[src/rtl/core/carg_pkg.sv]
// Shared types and constants for the cell array rectangle generator.
// No dependencies; every core module takes names from here by scope.
package carg_pkg;

  localparam int COORD_BITS = 16;
  localparam int COUNT_BITS = 12;
  localparam int OUT_W      = COORD_BITS + 1;
  localparam int CELLS_W    = COUNT_BITS + 1;
  localparam int DIVD_W     = COORD_BITS + 2;
  localparam int REM_W      = CELLS_W + 1;
  localparam int QCNT_W     = $clog2(OUT_W + 1);
  localparam int CFG_IDX_W  = 3;
  localparam int CFG_DATA_W = COORD_BITS;

  localparam logic [CELLS_W-1:0] CELL_MAX = CELLS_W'(1) << COUNT_BITS;
  localparam logic [OUT_W-1:0]   OUT_MAX  = {1'b0, {(OUT_W-1){1'b1}}};

  // Configuration register indexes
  localparam logic [CFG_IDX_W-1:0] REG_P_X          = 3'd0;
  localparam logic [CFG_IDX_W-1:0] REG_P_Y          = 3'd1;
  localparam logic [CFG_IDX_W-1:0] REG_Q_X          = 3'd2;
  localparam logic [CFG_IDX_W-1:0] REG_Q_Y          = 3'd3;
  localparam logic [CFG_IDX_W-1:0] REG_R_X          = 3'd4;
  localparam logic [CFG_IDX_W-1:0] REG_R_Y          = 3'd5;
  localparam logic [CFG_IDX_W-1:0] REG_CELLS_FIRST  = 3'd6;
  localparam logic [CFG_IDX_W-1:0] REG_CELLS_SECOND = 3'd7;

  typedef enum logic [1:0] {
    MODE_HRECT = 2'd0,
    MODE_VRECT = 2'd1,
    MODE_PARA  = 2'd2
  } mode_t;

  // One divide job per step value
  typedef enum logic [1:0] {
    JOB_FIRST_X  = 2'd0,
    JOB_FIRST_Y  = 2'd1,
    JOB_SECOND_X = 2'd2,
    JOB_SECOND_Y = 2'd3
  } job_t;

  typedef struct packed {
    logic take;
    logic div_start;
    logic div_store;
    job_t job;
    logic finalize;
    logic emit;
    logic emit_latched;
  } cmd_t;

  typedef struct packed {
    logic div_busy;
    logic div_done;
    logic out_space;
    logic last;
  } stat_t;

endpackage

[src/rtl/core/cell_array_rect_generator.sv]
// Top level of the cell array rectangle generator.
// Depends on carg_pkg, carg_ctrl, carg_dp (which holds carg_div).
//
// Usage:
//   Write corners P, Q, R and the two cell counts over the cfg channel
//   (cfg_valid/cfg_ready, cfg_index, cfg_data) while the block is idle.
//   cfg_ready is always high. Any write restarts the array.
//   Stream colour indices in array order on cell_color (in_valid/in_stall);
//   each transfer yields one cell result on the output channel
//   (out_valid/out_stall): shape_kind, corners or origin and size,
//   color_out, too_small and last_cell.
// Setup and streaming:
//   The first cell of an array runs the setup: four step divisions on one
//   bit-serial divider, then a finalize state and an emit state.
//   Every further cell of that array is a cursor add: one transfer per
//   cycle while in_stall is low, its result registered in the next cycle.
//   After last_cell the next transfer runs the setup again.
// Stall:
//   The result sits in an output register. While the receiver stalls and
//   that register is full, in_stall holds mid-array cells off; a cell that
//   starts an array is still taken and its setup runs behind the stall.
// Reset:
//   rst (synchronous) restores P, Q, R to zero and both counts to one,
//   drops any pending result, and forces setup on the next transfer.
module cell_array_rect_generator (
  input  logic                                  clk,
  input  logic                                  rst,
  input  logic                                  cfg_valid,
  output logic                                  cfg_ready,
  input  logic [carg_pkg::CFG_IDX_W-1:0]        cfg_index,
  input  logic [carg_pkg::CFG_DATA_W-1:0]       cfg_data,
  input  logic                                  in_valid,
  output logic                                  in_stall,
  input  logic [7:0]                            cell_color,
  output logic                                  out_valid,
  input  logic                                  out_stall,
  output logic                                  shape_kind,
  output logic signed [carg_pkg::OUT_W-1:0]     x0,
  output logic signed [carg_pkg::OUT_W-1:0]     y0,
  output logic signed [carg_pkg::OUT_W-1:0]     x1,
  output logic signed [carg_pkg::OUT_W-1:0]     y1,
  output logic signed [carg_pkg::OUT_W-1:0]     x2,
  output logic signed [carg_pkg::OUT_W-1:0]     y2,
  output logic signed [carg_pkg::OUT_W-1:0]     x3,
  output logic signed [carg_pkg::OUT_W-1:0]     y3,
  output logic [7:0]                            color_out,
  output logic                                  too_small,
  output logic                                  last_cell
);

  carg_pkg::cmd_t  cmd;
  carg_pkg::stat_t stat;
  logic            cfg_we;

  // Registers take a write in any cycle
  assign cfg_ready = 1'b1;
  assign cfg_we    = cfg_valid && cfg_ready;

  // Sequence setup, accept colours, decide when to emit
  carg_ctrl u_ctrl (
    .clk      (clk),
    .rst      (rst),
    .in_valid (in_valid),
    .in_stall (in_stall),
    .cfg_we   (cfg_we),
    .stat     (stat),
    .cmd      (cmd)
  );

  // Hold config, divide the steps, walk the cursor, drive the result
  carg_dp u_dp (
    .clk        (clk),
    .rst        (rst),
    .cfg_we     (cfg_we),
    .cfg_index  (cfg_index),
    .cfg_data   (cfg_data),
    .cell_color (cell_color),
    .out_stall  (out_stall),
    .cmd        (cmd),
    .stat       (stat),
    .out_valid  (out_valid),
    .shape_kind (shape_kind),
    .x0         (x0),
    .y0         (y0),
    .x1         (x1),
    .y1         (y1),
    .x2         (x2),
    .y2         (y2),
    .x3         (x3),
    .y3         (y3),
    .color_out  (color_out),
    .too_small  (too_small),
    .last_cell  (last_cell)
  );

endmodule

[src/rtl/core/carg_div.sv]
// Bit-serial signed divider, truncating toward zero, saturating result.
// Depends on carg_pkg for widths.
module carg_div (
  input  logic                                clk,
  input  logic                                rst,
  input  logic                                start,
  input  logic signed [carg_pkg::DIVD_W-1:0]  dividend,
  input  logic        [carg_pkg::CELLS_W-1:0] divisor,
  output logic                                busy,
  output logic                                done,
  output logic signed [carg_pkg::OUT_W-1:0]   quot
);

  logic                              neg;
  logic [carg_pkg::QCNT_W-1:0]       cnt;
  logic [carg_pkg::REM_W-1:0]        rem;
  logic [carg_pkg::OUT_W-1:0]        qsh;
  logic [carg_pkg::CELLS_W-1:0]      dvs;
  logic [carg_pkg::DIVD_W-1:0]       mag;
  logic [carg_pkg::REM_W-1:0]        trial;
  logic                              fits;

  assign mag   = dividend[carg_pkg::DIVD_W-1] ? -dividend : dividend;
  assign trial = {rem[carg_pkg::REM_W-2:0], qsh[carg_pkg::OUT_W-1]};
  assign fits  = trial >= carg_pkg::REM_W'(dvs);

  always_ff @(posedge clk) begin
    if (rst) begin
      busy <= 1'b0;
      done <= 1'b0;
      cnt  <= '0;
    end else begin
      done <= 1'b0;
      if (start && !busy) begin
        busy <= 1'b1;
        cnt  <= carg_pkg::QCNT_W'(carg_pkg::OUT_W);
        neg  <= dividend[carg_pkg::DIVD_W-1];
        qsh  <= mag[carg_pkg::OUT_W-1:0];
        rem  <= '0;
        dvs  <= divisor;
      end else if (busy) begin
        // one quotient bit per cycle
        rem <= fits ? trial - carg_pkg::REM_W'(dvs) : trial;
        qsh <= {qsh[carg_pkg::OUT_W-2:0], fits};
        cnt <= cnt - 1'b1;
        if (cnt == carg_pkg::QCNT_W'(1)) begin
          busy <= 1'b0;
          done <= 1'b1;
        end
      end
    end
  end

  // +2^COORD_BITS only fits on the negative side: clamp the positive one
  assign quot = neg ? -qsh : (qsh[carg_pkg::OUT_W-1] ? carg_pkg::OUT_MAX : qsh);

endmodule

[src/rtl/core/carg_ctrl.sv]
// Controller: array setup sequencing, input handshake and cell emission.
// Depends on carg_pkg for the command and status structs.
module carg_ctrl (
  input  logic            clk,
  input  logic            rst,
  input  logic            in_valid,
  output logic            in_stall,
  input  logic            cfg_we,
  input  carg_pkg::stat_t stat,
  output carg_pkg::cmd_t  cmd
);

  typedef enum logic [3:0] {
    ST_IDLE = 4'b0001,
    ST_DIV  = 4'b0010,
    ST_FIN  = 4'b0100,
    ST_EMIT = 4'b1000
  } state_t;

  state_t         state, state_next;
  carg_pkg::job_t job, job_next;
  logic           setup_done, setup_done_next;
  logic           accept;

  assign in_stall = !(state == ST_IDLE && (!setup_done || stat.out_space));
  assign accept   = in_valid && !in_stall;

  always_comb begin
    state_next      = state;
    job_next        = job;
    setup_done_next = setup_done;
    cmd             = '0;
    cmd.job         = job;
    unique case (state)
      ST_IDLE: begin
        if (accept) begin
          cmd.take = 1'b1;
          if (setup_done) begin
            cmd.emit = 1'b1;
            if (stat.last) setup_done_next = 1'b0;
          end else begin
            state_next = ST_DIV;
            job_next   = carg_pkg::JOB_FIRST_X;
          end
        end
      end
      ST_DIV: begin
        cmd.div_start = !stat.div_busy && !stat.div_done;
        if (stat.div_done) begin
          cmd.div_store = 1'b1;
          case (job)
            carg_pkg::JOB_FIRST_X:  job_next = carg_pkg::JOB_FIRST_Y;
            carg_pkg::JOB_FIRST_Y:  job_next = carg_pkg::JOB_SECOND_X;
            carg_pkg::JOB_SECOND_X: job_next = carg_pkg::JOB_SECOND_Y;
            default:                state_next = ST_FIN;
          endcase
        end
      end
      ST_FIN: begin
        cmd.finalize    = 1'b1;
        setup_done_next = 1'b1;
        state_next      = ST_EMIT;
      end
      ST_EMIT: begin
        if (stat.out_space) begin
          cmd.emit         = 1'b1;
          cmd.emit_latched = 1'b1;
          if (stat.last) setup_done_next = 1'b0;
          state_next = ST_IDLE;
        end
      end
      default: state_next = ST_IDLE;
    endcase
    // any register write restarts the array
    if (cfg_we) setup_done_next = 1'b0;
  end

  always_ff @(posedge clk) begin
    if (rst) begin
      state      <= ST_IDLE;
      job        <= carg_pkg::JOB_FIRST_X;
      setup_done <= 1'b0;
    end else begin
      state      <= state_next;
      job        <= job_next;
      setup_done <= setup_done_next;
    end
  end

  a_emit_has_space: assert property (@(posedge clk) disable iff (rst)
    cmd.emit |-> stat.out_space)
    else $error("cell emitted while output register full");

  a_setup_starts_div: assert property (@(posedge clk) disable iff (rst)
    (accept && !setup_done) |=> state == ST_DIV)
    else $error("array setup did not start");

  a_busy_stalls: assert property (@(posedge clk) disable iff (rst)
    (state != ST_IDLE) |-> in_stall)
    else $error("input taken while setup in progress");

  a_last_clears_setup: assert property (@(posedge clk) disable iff (rst)
    (cmd.emit && stat.last) |=> !setup_done)
    else $error("setup kept after last cell");

endmodule

[src/rtl/core/carg_dp.sv]
// Datapath: config registers, step divider, cursor walk and output register.
// Depends on carg_pkg and carg_div.
module carg_dp (
  input  logic                                   clk,
  input  logic                                   rst,
  input  logic                                   cfg_we,
  input  logic [carg_pkg::CFG_IDX_W-1:0]         cfg_index,
  input  logic [carg_pkg::CFG_DATA_W-1:0]        cfg_data,
  input  logic [7:0]                             cell_color,
  input  logic                                   out_stall,
  input  carg_pkg::cmd_t                         cmd,
  output carg_pkg::stat_t                        stat,
  output logic                                   out_valid,
  output logic                                   shape_kind,
  output logic signed [carg_pkg::OUT_W-1:0]      x0,
  output logic signed [carg_pkg::OUT_W-1:0]      y0,
  output logic signed [carg_pkg::OUT_W-1:0]      x1,
  output logic signed [carg_pkg::OUT_W-1:0]      y1,
  output logic signed [carg_pkg::OUT_W-1:0]      x2,
  output logic signed [carg_pkg::OUT_W-1:0]      y2,
  output logic signed [carg_pkg::OUT_W-1:0]      x3,
  output logic signed [carg_pkg::OUT_W-1:0]      y3,
  output logic [7:0]                             color_out,
  output logic                                   too_small,
  output logic                                   last_cell
);

  localparam int OW = carg_pkg::OUT_W;
  localparam int DW = carg_pkg::DIVD_W;
  localparam int CW = carg_pkg::COUNT_BITS;

  logic signed [carg_pkg::COORD_BITS-1:0] p_x, p_y, q_x, q_y, r_x, r_y;
  logic [carg_pkg::CELLS_W-1:0]           cells_first, cells_second;

  carg_pkg::mode_t mode, mode_now;
  logic signed [OW-1:0] sfx, sfy, ssx, ssy;
  logic signed [OW-1:0] rb_x, rb_y, cur_x, cur_y;
  logic [CW-1:0]        inner, outer;
  logic [7:0]           color_q;

  logic [carg_pkg::CELLS_W-1:0] d1, d2;
  logic [CW-1:0]                d1m1, d2m1;

  function automatic logic [carg_pkg::CELLS_W-1:0] clamp_cells(
    input logic [carg_pkg::CELLS_W-1:0] raw);
    if (raw == '0) return carg_pkg::CELLS_W'(1);
    if (raw > carg_pkg::CELL_MAX) return carg_pkg::CELL_MAX;
    return raw;
  endfunction

  // span plus one edge pixel away from zero; zero_up treats a zero span as positive
  function automatic logic signed [DW-1:0] span(
    input logic signed [carg_pkg::COORD_BITS-1:0] a,
    input logic signed [carg_pkg::COORD_BITS-1:0] b,
    input logic zero_up);
    logic signed [DW-1:0] d;
    d = DW'(a) - DW'(b);
    if (d < 0) return d - 1'b1;
    if (d > 0 || zero_up) return d + 1'b1;
    return d;
  endfunction

  function automatic logic signed [OW-1:0] abs_sat(input logic signed [OW-1:0] v);
    logic [OW:0] m;
    m = v[OW-1] ? -{v[OW-1], v} : {v[OW-1], v};
    return m[OW-1] ? carg_pkg::OUT_MAX : m[OW-1:0];
  endfunction

  assign d1   = clamp_cells(cells_first);
  assign d2   = clamp_cells(cells_second);
  assign d1m1 = CW'(d1 - 1'b1);
  assign d2m1 = CW'(d2 - 1'b1);

  always_ff @(posedge clk) begin
    if (rst) begin
      p_x          <= '0;
      p_y          <= '0;
      q_x          <= '0;
      q_y          <= '0;
      r_x          <= '0;
      r_y          <= '0;
      cells_first  <= carg_pkg::CELLS_W'(1);
      cells_second <= carg_pkg::CELLS_W'(1);
    end else if (cfg_we) begin
      unique case (cfg_index)
        carg_pkg::REG_P_X:          p_x <= cfg_data;
        carg_pkg::REG_P_Y:          p_y <= cfg_data;
        carg_pkg::REG_Q_X:          q_x <= cfg_data;
        carg_pkg::REG_Q_Y:          q_y <= cfg_data;
        carg_pkg::REG_R_X:          r_x <= cfg_data;
        carg_pkg::REG_R_Y:          r_y <= cfg_data;
        carg_pkg::REG_CELLS_FIRST:  cells_first  <= cfg_data[carg_pkg::CELLS_W-1:0];
        carg_pkg::REG_CELLS_SECOND: cells_second <= cfg_data[carg_pkg::CELLS_W-1:0];
        default: ;
      endcase
    end
  end

  always_comb begin
    if (q_x == r_x && p_y == r_y)      mode_now = carg_pkg::MODE_HRECT;
    else if (p_x == r_x && q_y == r_y) mode_now = carg_pkg::MODE_VRECT;
    else                               mode_now = carg_pkg::MODE_PARA;
  end

  // Divider operand select; unused steps of a rectangle mode divide zero
  logic signed [DW-1:0] div_n;
  logic [carg_pkg::CELLS_W-1:0] div_d;
  logic signed [OW-1:0] div_q;
  logic div_busy, div_done;

  always_comb begin
    div_n = '0;
    div_d = (cmd.job == carg_pkg::JOB_FIRST_X || cmd.job == carg_pkg::JOB_FIRST_Y)
            ? d1 : d2;
    case (mode_now)
      carg_pkg::MODE_HRECT: begin
        if (cmd.job == carg_pkg::JOB_FIRST_X)  div_n = span(q_x, p_x, 1'b1);
        if (cmd.job == carg_pkg::JOB_SECOND_Y) div_n = span(q_y, p_y, 1'b1);
      end
      carg_pkg::MODE_VRECT: begin
        if (cmd.job == carg_pkg::JOB_FIRST_Y)  div_n = span(q_y, p_y, 1'b1);
        if (cmd.job == carg_pkg::JOB_SECOND_X) div_n = span(q_x, p_x, 1'b1);
      end
      default: begin
        case (cmd.job)
          carg_pkg::JOB_FIRST_X:  div_n = span(r_x, p_x, 1'b0);
          carg_pkg::JOB_FIRST_Y:  div_n = span(r_y, p_y, 1'b0);
          carg_pkg::JOB_SECOND_X: div_n = span(q_x, r_x, 1'b0);
          default:                div_n = span(q_y, r_y, 1'b0);
        endcase
      end
    endcase
  end

  carg_div u_div (
    .clk      (clk),
    .rst      (rst),
    .start    (cmd.div_start),
    .dividend (div_n),
    .divisor  (div_d),
    .busy     (div_busy),
    .done     (div_done),
    .quot     (div_q)
  );

  // Row start, nudged off P on the sides facing away from Q
  logic signed [OW-1:0] px_e, py_e, rb_x_fin, rb_y_fin;
  assign px_e = {p_x[carg_pkg::COORD_BITS-1], p_x};
  assign py_e = {p_y[carg_pkg::COORD_BITS-1], p_y};

  always_comb begin
    rb_x_fin = px_e;
    rb_y_fin = py_e;
    if (q_x < p_x)
      rb_x_fin = (mode_now == carg_pkg::MODE_PARA) ? px_e + 1'b1 : px_e + sfx + ssx + 1'b1;
    if (q_y < p_y)
      rb_y_fin = (mode_now == carg_pkg::MODE_PARA) ? py_e + 1'b1 : py_e + sfy + ssy + 1'b1;
  end

  // Cell geometry from the current cursor
  logic signed [OW-1:0] w, h, g2x, g2y;
  logic last, zero_size;
  assign w         = abs_sat(mode == carg_pkg::MODE_HRECT ? sfx : ssx);
  assign h         = abs_sat(mode == carg_pkg::MODE_HRECT ? ssy : sfy);
  assign g2x       = cur_x + sfx;
  assign g2y       = cur_y + sfy;
  assign zero_size = (mode != carg_pkg::MODE_PARA) && (w == '0 || h == '0);
  assign last      = (inner == d1m1) && (outer == d2m1);

  logic signed [OW-1:0] rb_x_adv, rb_y_adv;
  assign rb_x_adv = rb_x + ssx;
  assign rb_y_adv = rb_y + ssy;

  always_ff @(posedge clk) begin
    if (rst) begin
      mode  <= carg_pkg::MODE_HRECT;
      sfx   <= '0;
      sfy   <= '0;
      ssx   <= '0;
      ssy   <= '0;
      rb_x  <= '0;
      rb_y  <= '0;
      cur_x <= '0;
      cur_y <= '0;
      inner <= '0;
      outer <= '0;
    end else begin
      if (cmd.div_store) begin
        case (cmd.job)
          carg_pkg::JOB_FIRST_X:  sfx <= div_q;
          carg_pkg::JOB_FIRST_Y:  sfy <= div_q;
          carg_pkg::JOB_SECOND_X: ssx <= div_q;
          default:                ssy <= div_q;
        endcase
      end
      if (cmd.finalize) begin
        mode  <= mode_now;
        rb_x  <= rb_x_fin;
        rb_y  <= rb_y_fin;
        cur_x <= rb_x_fin;
        cur_y <= rb_y_fin;
        inner <= '0;
        outer <= '0;
      end else if (cmd.emit && !last) begin
        if (inner != d1m1) begin
          inner <= inner + 1'b1;
          cur_x <= g2x;
          cur_y <= g2y;
        end else begin
          inner <= '0;
          outer <= outer + 1'b1;
          rb_x  <= rb_x_adv;
          rb_y  <= rb_y_adv;
          cur_x <= rb_x_adv;
          cur_y <= rb_y_adv;
        end
      end
    end
  end

  always_ff @(posedge clk) begin
    if (cmd.take) color_q <= cell_color;
  end

  // Output register
  always_ff @(posedge clk) begin
    if (rst) begin
      out_valid <= 1'b0;
    end else if (cmd.emit) begin
      out_valid <= 1'b1;
    end else if (!out_stall) begin
      out_valid <= 1'b0;
    end
  end

  always_ff @(posedge clk) begin
    if (cmd.emit) begin
      color_out  <= cmd.emit_latched ? color_q : cell_color;
      last_cell  <= last;
      too_small  <= zero_size;
      shape_kind <= (mode == carg_pkg::MODE_PARA);
      if (mode == carg_pkg::MODE_PARA) begin
        x0 <= cur_x;
        y0 <= cur_y;
        x1 <= g2x;
        y1 <= g2y;
        x2 <= g2x + ssx;
        y2 <= g2y + ssy;
        x3 <= cur_x + ssx;
        y3 <= cur_y + ssy;
      end else if (!zero_size) begin
        x0 <= cur_x;
        y0 <= cur_y;
        x1 <= w;
        y1 <= h;
        x2 <= '0; y2 <= '0; x3 <= '0; y3 <= '0;
      end else begin
        x0 <= '0; y0 <= '0; x1 <= '0; y1 <= '0;
        x2 <= '0; y2 <= '0; x3 <= '0; y3 <= '0;
      end
    end
  end

  assign stat.div_busy  = div_busy;
  assign stat.div_done  = div_done;
  assign stat.out_space = !out_valid || !out_stall;
  assign stat.last      = last;

endmodule
[config.mk]
export PLATFORM = sky130hd
export DESIGN_NAME = cell_array_rect_generator
export DESIGN_NICKNAME = d
export VERILOG_FILES = /design/src/rtl/core/carg_pkg.sv /design/src/rtl/core/cell_array_rect_generator.sv /design/src/rtl/core/carg_div.sv /design/src/rtl/core/carg_ctrl.sv /design/src/rtl/core/carg_dp.sv
export SDC_FILE = /design/constraint.sdc
export NUM_CORES = 2
export LEC_CHECK = 0
export ABC_CLOCK_PERIOD_IN_PS = 7900
export BUFFER_PORTS_ARGS = -buffer_cell sky130_fd_sc_hd__buf_2
export CAP_MARGIN = 30
export CORE_ASPECT_RATIO = 1.2
export CORE_MARGIN = 2
export CORE_UTILIZATION = 40
export DETAILED_ROUTE_END_ITERATION = 12
export GPL_TIMING_DRIVEN = 0
export PLACE_DENSITY = 0.62
export SLEW_MARGIN = 20
export SYNTH_ARGS = -nofsm -noshare
export SYNTH_HDL_FRONTEND = slang
export SYNTH_SLANG_ARGS = --single-unit
[constraint.sdc]
create_clock -name clk -period 7.9 [get_ports clk]
set_clock_uncertainty 0.2 [all_clocks]
set_input_delay 1.185 -clock clk [delete_from_list [all_inputs] [get_ports clk]]
set_output_delay 1.185 -clock clk [all_outputs]
set_load 0.05 [all_outputs]
==> flow_summary.ini <==
[critical_path]
critPathCaptureType = flip-flop
path_buf_inv = 6
critPathMaxFanout = 10
r2r_cells = 19
path_common_cell = clkbuf_1
critPathTopFamily = buffers and inverters
cpPeakStageDelay_ns = 0.72
crit_cells = 19
cp-start-kind = flip-flop
crit_arrival_ns = 7.07
required_ns = 8.04
crit_chain = or2_2 -> clkbuf_1 -> buf_1 -> clkbuf_1 -> o21ai_0 -> inv_1 -> ha_1 -> nor2b_1 -> a21oi_1 -> xnor2_1 -> or4_1 -> nor3_1 -> and3_1 -> nand4_1 -> nor4_4 -> a41o_1 -> buf_2 -> clkbuf_1 -> a21boi_0
worstSetupPathType = flip-flop to flip-flop
crit_slowest_cell = nor4_4

[yosys]
ys_seq_area_share_pct = 28.34
synth-async-reset-ratio_pct = 0
ys_warn_count = 0
ys_seq_elements = 498
synth_nets = 5735
avgSynthCellArea_um2 = 7.916
synth_cells = 5331
synth_flop_cell = dfxtp_1
synth_edf_count = 199
mappedNetlistArea_mm2 = 0.04220
yosysUniqueCellTypes = 119

[route]
antenna_left = 0
dr.pass1.iters = 6
vias = 40780
drt-initial-drc-count = 3093
vias_per_cell = 5.834
wire_per_inst_um = 22.83
drcViolationCount = 0
routed_wirelength_um = 159600

[sta]
finalMaxSlewViolations = 0
finalHoldViolations = 0
setup-tns-final_ns = 0
fmax_mhz = 144.4
tightest_slew_ns = 1.066
rsz0062_at_grt = false
post-route-min-period_ns = 6.924
max_slew_margin_pct = 28.93
setup_viol = 0
fin_crit_sh_pct = 87.65

[cts]
post_cts_buffers = 0
cts_buffers = 52
cts_resized = 0
h-tree-depth = 2
cts_tree = yes
cts.sinks = 498
clk_pin_slew_ns = 0.06
clk-insertion-delay-late_ns = 0.66
cts.path.max_buffers = 3
cts-root-buf = clkbuf_16
cts_hold_buf = 0

[cells_and_area]
final_common_cell = nand2_1
fill_cells = 10560
fin_nets = 5964
n_antenna_cell = 0
area_growth_pct = 10.75
drive_gt1_share_pct = 7.425
most-common-layout-cells = nand2_1, a21oi_1, nor2_1

[run_status]
outcome = finished clean

[power]
finalPower_uw = 8874
power.leakage_uw = 0.01867
ir_drop_v = 0.0001828
power_density_mw_per_mm2 = 189.9

[placement]
gp_congestion = 1.044
io_buffer_count = 165
dp_hpwl_um = 128800

[floorplanning]
core_mm2 = 0.1046
start_util_pct = 40.35
die_y_um = 359.8
fp-row-count = 130
ios = 182
die_w_um = 300.5
die_area_mm2 = 0.1081

[global_routing]
grt_pass1_wl_um = 235000
grt-ovfl-total = 0
grt_pass1_vias = 38740
grt_max_degree = 81
grt_use_total_pct = 28.45
antenna_found_initial = 7

[run]
cap_violations = 0

[hold_path]
hold_class = flip-flop to flip-flop
hold_depth = 2
==> final timing paths <==
path	from	endpoint	slack (ns)
worst min register to register	u_dp.q_x[0]$_SDFFE_PP0P_	u_dp.q_x[0]$_SDFFE_PP0P_	0.26
worst max-delay path	u_dp.mode[0]$_SDFFE_PP0P_	u_dp.y0[15]$_DFFE_PP_	0.98
worst min-delay path	u_dp.q_x[0]$_SDFFE_PP0P_	u_dp.q_x[0]$_SDFFE_PP0P_	0.26
worst max register to register	u_dp.mode[0]$_SDFFE_PP0P_	u_dp.y0[15]$_DFFE_PP_	0.98
==> cell usage after synthesis (all sizes together), types with 18 or more instances <==
cell	instances	area share (%)
nand2	750	6.7
a21oi	547	6.5
nor2	462	4.1
ha	325	9.6
dfxtp	299	14
o21ai	267	3.2
inv	260	2.3
xnor2	256	5.3
clkbuf	208	1.9
edfxtp	199	14
nor3	151	1.9
nand3	136	1.6
xor2	121	2.5
mux2i	93	2.2
a21o	76	1.4
nor2b	73	1.1
a21boi	62	1.1
nand4	59	0.87
o211ai	57	1.0
nand2b	56	0.83
and3	55	0.82
o31ai	54	1.0
a211oi	51	0.98
or3	50	0.75
fa	47	2.2
a31oi	44	0.67
nor4	43	0.72
buf	40	0.46
o21a	39	0.69
and2	37	0.55
o21bai	37	0.66
o22ai	24	0.36
a221oi	21	0.48
mux2	20	0.54
a211o	18	0.38
==> sequential cells by signal, indices dropped and copies added (netlist names), 17 cells and up <==
name / count
u_dp.x2: 17
u_dp.rb_y: 17
u_dp.ssy: 17
u_dp.rb_x: 17
u_dp.u_div.qsh: 17
u_dp.sfx: 17
u_dp.y0: 17
u_dp.y3: 17
u_dp.ssx: 17
u_dp.sfy: 17
u_dp.cur_x: 17
u_dp.x1: 17
u_dp.x3: 17
u_dp.y1: 17
u_dp.x0: 17
u_dp.y2: 17
u_dp.cur_y: 17
==> worst reg2reg max path, cell delays in order, from the launching register on <==
cell and delay (ns):
dfxtp_1 0.39, or2_2 0.13, clkbuf_1 0.46, buf_1 0.52, clkbuf_1 0.68, o21ai_0 0.34
inv_1 0.12, ha_1 0.17, nor2b_1 0.30, a21oi_1 0.13, xnor2_1 0.17, or4_1 0.53
nor3_1 0.15, and3_1 0.18, nand4_1 0.14, nor4_4 0.72, a41o_1 0.18, buf_2 0.22
clkbuf_1 0.67, a21boi_0 0.23
==> routing by layer <==
| layer | GRT usage (%) | wire length [µm] | part of all wire, % |
|---|---|---|---|
| met1 | 33.78 | 63700 | 40 |
| met2 | 47.43 | 73380 | 46 |
| met3 | 2.945 | 9008 | 5.6 |
| met4 | 20.96 | 13420 | 8.4 |
| met5 | 0 | 65 | 0.041 |
==> through the flow <==
stage / util, % / hold slack (ns) / std cells / setup slack [ns] / cell area (µm²)
finish: 44.69 / 0.2553 / 6989 / 0.9756 / 46740
global placement: 42.80 / 0.2445 / 6882 / -1.273 / 44760
global route: 44.69 / 0.2714 / 6989 / 0.6301 / 46740
CTS: 44.67 / 0.2565 / 6987 / 1.041 / 46720
floorplan: - / 0.2363 / 5331 / 2.204 / 42200
detailed placement: 42.95 / 0.2476 / 6890 / 1.074 / 44930
==> layout make-up <==
class                   count  area (µm²)  area share (%)
multi-input cells        4319       28290           60.52
clock inverters            37       441.7          0.9450
well taps                1386        1734           3.710
plain buffers             248       994.7           2.128
flip-flops and latches    498       11960           25.59
inverters                 266        1007           2.155
repair buffers            175       960.9           2.056
clock buffers              60        1351           2.891
==> power breakdown <==
group | switching, µW | leakage, µW | total, µW | internal, µW
clock network | 1160 | 0.000867 | 2640 | 1480
logic | 2230 | 0.0134 | 3380 | 1150
registers | 98.7 | 0.00437 | 2860 | 2760
total | 3490 | 0.0187 | 8870 | 5380
==> cell families after synthesis <==
| logic type | synth area share (%) |
|---|---|
| multiplexers | 2.748 |
| buffers and inverters | 4.714 |
| adder cells (fa/ha/maj) | 11.92 |
| AND/OR/NAND/NOR | 21.85 |
| flip-flops | 28.34 |
| other | 0.008886 |
| XOR/XNOR | 7.842 |
| AO/OA/AOI/OAI | 22.57 |
Power figures use the tool's default switching activity.
